==> src/rtl/ibi_pkg.sv <==
`timescale 1ns / 1ps
// ----------------------------------------------------------------------------
// ibi_pkg: shared types and constants of the interpolation bucket index
// Command codes, controller states, table geometry and the header layout.
// ----------------------------------------------------------------------------
package ibi_pkg;

    localparam int MAX_BUCKET_BITS = 12;
    localparam int MIN_BUCKET_BITS = 2;
    localparam int TABLE_DEPTH     = 1 << MAX_BUCKET_BITS;

    localparam int KEY_W   = 64;
    localparam int EST_W   = 40;
    localparam int REC_W   = 40;
    localparam int OFF_W   = 41;
    localparam int WORD_W  = 64;
    localparam int BB_W    = 4;
    localparam int IDX_W   = MAX_BUCKET_BITS;
    localparam int CFG_W   = 40;
    localparam int KTOP_W  = KEY_W - EST_W;       // key bits used for prediction
    localparam int SPLIT_W = EST_W / 2;           // estimate split for partial products
    localparam int PP_W    = KTOP_W + SPLIT_W;
    localparam int PRED_SH = 24;

    localparam logic [15:0] HEADER_ID = 16'h4161;

    localparam logic [IDX_W-1:0] SWEEP_LAST = IDX_W'(TABLE_DEPTH - 1);

    typedef enum logic [1:0] {
        CMD_CLEAR  = 2'd0,
        CMD_UPDATE = 2'd1,
        CMD_LOOKUP = 2'd2,
        CMD_READ   = 2'd3
    } t_cmd;

    typedef enum logic {
        REG_ESTIMATE    = 1'b0,
        REG_BUCKET_BITS = 1'b1
    } t_reg;

    typedef enum logic [2:0] {
        S_INIT,     // sweep after reset
        S_CLEAR,    // sweep for a clear command
        S_IDLE,     // ready for a transfer
        S_PRED,     // prediction sum, table read in flight
        S_EXEC      // compare, write back, load result
    } t_state;

    // Clamp the configured bucket bits into the supported range.
    function automatic logic [BB_W-1:0] eff_bits(input logic [BB_W-1:0] raw);
        logic [BB_W-1:0] b;
        b = raw;
        if (b < BB_W'(MIN_BUCKET_BITS)) begin
            b = BB_W'(MIN_BUCKET_BITS);
        end
        if (b > BB_W'(MAX_BUCKET_BITS)) begin
            b = BB_W'(MAX_BUCKET_BITS);
        end
        return b;
    endfunction

endpackage

==> src/rtl/ibi_predict.sv <==
`timescale 1ns / 1ps
// ----------------------------------------------------------------------------
// ibi_predict: predicted record number
// Computes ((key >> 40) * estimate) >> 24 from two registered partial
// products, then a registered sum.
// ----------------------------------------------------------------------------
module ibi_predict (
    input  logic                         i_clk,
    input  logic                         i_load,
    input  logic [ibi_pkg::KTOP_W-1:0]   i_key_top,
    input  logic [ibi_pkg::EST_W-1:0]    i_estimate,
    output logic [ibi_pkg::REC_W-1:0]    o_pred
);

    logic [ibi_pkg::PP_W-1:0]  r_pp_lo;
    logic [ibi_pkg::PP_W-1:0]  r_pp_hi;
    logic [ibi_pkg::REC_W-1:0] r_pred;
    logic [ibi_pkg::KEY_W-1:0] w_sum;

    // Capture both partial products with the accepted item.
    always_ff @(posedge i_clk) begin
        if (i_load) begin
            r_pp_lo <= ibi_pkg::PP_W'(i_key_top)
                     * ibi_pkg::PP_W'(i_estimate[ibi_pkg::SPLIT_W-1:0]);
            r_pp_hi <= ibi_pkg::PP_W'(i_key_top)
                     * ibi_pkg::PP_W'(i_estimate[ibi_pkg::EST_W-1:ibi_pkg::SPLIT_W]);
        end
    end

    assign w_sum = ibi_pkg::KEY_W'(r_pp_lo)
                 + (ibi_pkg::KEY_W'(r_pp_hi) << ibi_pkg::SPLIT_W);

    always_ff @(posedge i_clk) begin
        r_pred <= w_sum[ibi_pkg::PRED_SH +: ibi_pkg::REC_W];
    end

    assign o_pred = r_pred;

endmodule

==> config.mk <==
export PLATFORM = sky130hd
export DESIGN_NAME = ibi_predict
export DESIGN_NICKNAME = d
export VERILOG_FILES = /design/src/rtl/ibi_pkg.sv /design/src/rtl/ibi_predict.sv
export SDC_FILE = /design/constraint.sdc
export NUM_CORES = 2
export LEC_CHECK = 0
export ABC_AREA = 1
export BUFFER_PORTS_ARGS = -buffer_cell sky130_fd_sc_hd__buf_4
export CAP_MARGIN = 20
export CORE_MARGIN = 2
export CORE_UTILIZATION = 40
export DETAILED_ROUTE_END_ITERATION = 8
export GPL_TIMING_DRIVEN = 0
export SYNTH_ARGS = -nofsm -noshare
export SYNTH_HDL_FRONTEND = slang
export SYNTH_SLANG_ARGS = --single-unit
==> constraint.sdc <==
create_clock -name i_clk -period 5.9 [get_ports i_clk]
set_input_delay 0.59 -clock i_clk [delete_from_list [all_inputs] [get_ports i_clk]]
set_output_delay 0.59 -clock i_clk [all_outputs]
set_load 0.03 [all_outputs]
==> metrics.md <==
| Metric | Value |
|---|---|
| First-pass GRT wire length | 211.9 mm |
| Slew @ Worst Pin | 0.8313 ns |
| Largest net degree at the start of global routing | 69 |
| Seq/Total Area, Yosys | 7.415% |
| Max_slew headroom | 44.58% |
| Number of global-route vias before repair | 34820 |
| Post-synthesis net count | 6259 |
| Htree depth | 3 |
| Netlist cell types | 41 |
| Cell row count | 113 |
| Top cell type's share of synthesized area | 40.89% |
| Slew Limit Fails | 0 |
| Crit path buffers/inverters | 7 |
| Detailed-route via count | 33690 |
| Post-Route Utilization | 49.35% |
| Initial core utilization | 40.35% |
| Root buffer cell | clkbuf_16 |
| Post-synth EDFFs | 68 |
| FMAX | 163.8 MHz |
| Hold Path Stages | 1 |
| Cell count of the worst reg-to-reg path | 8 |
| # clock sinks | 108 |
| HPWL Detailed | 114.9 mm |
| Area growth syn-to-layout | 22.31% |
| Drt pass-1 iters | 5 |
| CTS tree | done |
| DRC | 0 |
| Vias per cell | 5.097 |
| Die ar. | 0.09834 mm2 |
| Delay-heaviest family, CP | adder cells |
| Most frequent CP cell | fa_2 |
| Initial DRC count | 3047 |
| GRT Overall Usage | 29.07% |
| Setup CP Type | in -> reg |
| Crit path arrival time | 6.28 ns |
| Clock Skew | 0.01061 ns |
| Levels on crit path | 23 |
| Routability cong. | 0.9872 |
| Worst Hold Class | reg -> reg |
| FFs w/ async S/R, synth | 0% |
| Count of state elements after synthesis | 108 |
| Clk_lat worst skew | 0.35 ns |
| # Max-Cap Violations | 0 |
| Fin nets | 6517 |
| Crit-path slowest cell | fa_2 |
| Crit-path cells | buf_8 -> clkbuf_16 -> buf_4 -> nand2_1 -> fa_1 -> inv_1 -> fa_1 -> fa_2 -> fa_2 -> fa_2 -> fa_2 -> inv_2 -> fa_2 -> inv_2 -> ha_4 -> nand2_4 -> nor2_4 -> nand2_1 -> nor3_2 -> o21ai_2 -> nand3_4 -> buf_12 -> xor2_4 |
| Critical path fanouts, max | 7 |
| Commonest cells in the netlist | inv_1, nand2_1, fa_1 |
| DR WL/cell | 21.58 um |
| Worst-case clock buffer depth | 2 |
| Post-route insts no fill | 6609 |
| Share of cells above drive strength 1 | 19.14% |
| CP Capture Type | flip-flop |
| Clk pin slew, worst setup/hold paths | 0.07 ns |
| CTS Buf Count | 9 |
| DRT Wirelength | 142.6 mm |
| CP Data Required Time | 6.07 ns |
| Initial antenna violation count | 3 |
| Slowest stage delay, CP | 0.58 ns |
| Top cells by area, synth | fa_1, inv_1, nand2_1 |
| Post-synth top flop | edfxtp_1 |
| Final hold vios | 0 |
| FILL cells | 9222 |
| Core ar. | 0.09501 mm2 |
| Placed Cells | 6432 |
| Total gr overflow | 0 |
| Status | finished, violations left |
| Mapped Area | 0.03834 mm2 |
| Critical Path Start Type | input port |
| Most common cell in the netlist | inv_1 |
| RSZ-0062 raised after global routing | true |
| # hold bufs at CTS | 0 |
| Cell taking the most area after synthesis | fa_1 |
| Ant. Diodes | 0 |
| Post-Syn Area per Cell | 7.545 um2 |
| Setup WS post-layout | -0.2063 ns |
| Ports | 106 |
| Die extent in y | 313.6 um |
| Min Tclk post-route | 6.106 ns |
| Final setup violating endpoints | 34 |
| # port buffers | 83 |
| Failing checks | setup timing |
| Yosys warnings | 0 |
| Die width | 313.6 um |
| Post-Syn Instances | 5081 |
| Post-route ant nets | 0 |
| Final worst path period share | 103.5% |
-- per-stage QoR --
| step | setup WS (ns) | TNS (ns) | hold slack, ns | area [um2] |
|---|---|---|---|---|
| floorplan | 0.0002363 | 0 | 0.4504 | 38430 |
| detailed placement | -1.766 | -78.94 | 0.5118 | 40680 |
| finish | -0.2063 | -3.069 | 0.5049 | 46890 |
| global placement | -1.779 | -79.97 | 0.5018 | 40630 |
| global route | -0.3302 | -9.763 | 0.5372 | 46890 |
| CTS | -0.1027 | -0.7892 | 0.5092 | 44740 |
-- cell families after synthesis --
kind of cell             share of synthesized area, %
AO/OA/AOI/OAI                                   3.916
XOR/XNOR                                        1.599
adder cells (fa/ha/maj)                         51.62
buffers and inverters                           16.85
flip-flops                                      7.415
AND/OR/NAND/NOR                                 18.60
-- cell type report --
| cell class | count | area [um2] | area share (%) |
|---|---|---|---|
| buffer | 177 | 2345 | 5.000 |
| clock buffer | 10 | 229.0 | 0.4883 |
| clock inverter | 6 | 72.57 | 0.1548 |
| inverter | 1544 | 5798 | 12.36 |
| multi-input combinational | 3252 | 31640 | 67.47 |
| sequential | 108 | 2843 | 6.062 |
| tap | 1265 | 1583 | 3.375 |
| timing repair buffer | 247 | 2382 | 5.080 |
-- placed cells by master, fill, tap and decap left out, drive strengths merged, types with 4 or more instances in the layout --
cell type  instances
nand2           1411
nor4               6
ha               329
o21a              10
nand4             29
a21o               8
clkbuf           149
nand3             95
a21boi             4
dfxtp             40
o21ai             91
inv             1546
a21oi            146
nand3b             4
nor3              22
buf              285
xnor2             14
nor2             225
fa               783
o21bai            10
xor2              56
edfxtp            68
-- registers in the layout (all words and copies together), names as in the netlist --
name	flops
r_pp_lo	24
o_pred	40
r_pp_hi	44
-- timing repair --
item	in CTS	in global routing
gates resized for setup	803	493
pin swaps	164	213
buffers inserted	84	70
endpoints found under the setup margin	58	54
cloned	3	5
-- worst paths after layout --
kind	from	end	slack, ns
setup / recovery	i_estimate[14]	r_pp_lo[23]$_DFFE_PP_	-0.21
hold / removal	r_pp_hi[34]$_DFFE_PP_	o_pred[30]$_DFF_P_	0.50
setup reg to reg	r_pp_lo[41]$_DFFE_PP_	o_pred[34]$_DFF_P_	3.68
hold reg to reg	r_pp_hi[34]$_DFFE_PP_	o_pred[30]$_DFF_P_	0.50
-- metal layers --
metal / up-vias / wire length [um] / track usage (%)
li1: 15010 / - / -
met5: - / 35 / 0
met1: 16650 / 57180 / 38.83
met2: 1661 / 61160 / 44.63
met4: 6 / 7870 / 12.52
met3: 360 / 16350 / 7.580
Power is not shown: default switching activity piles up to over one toggle a cycle in this logic, so the estimate is an artifact.
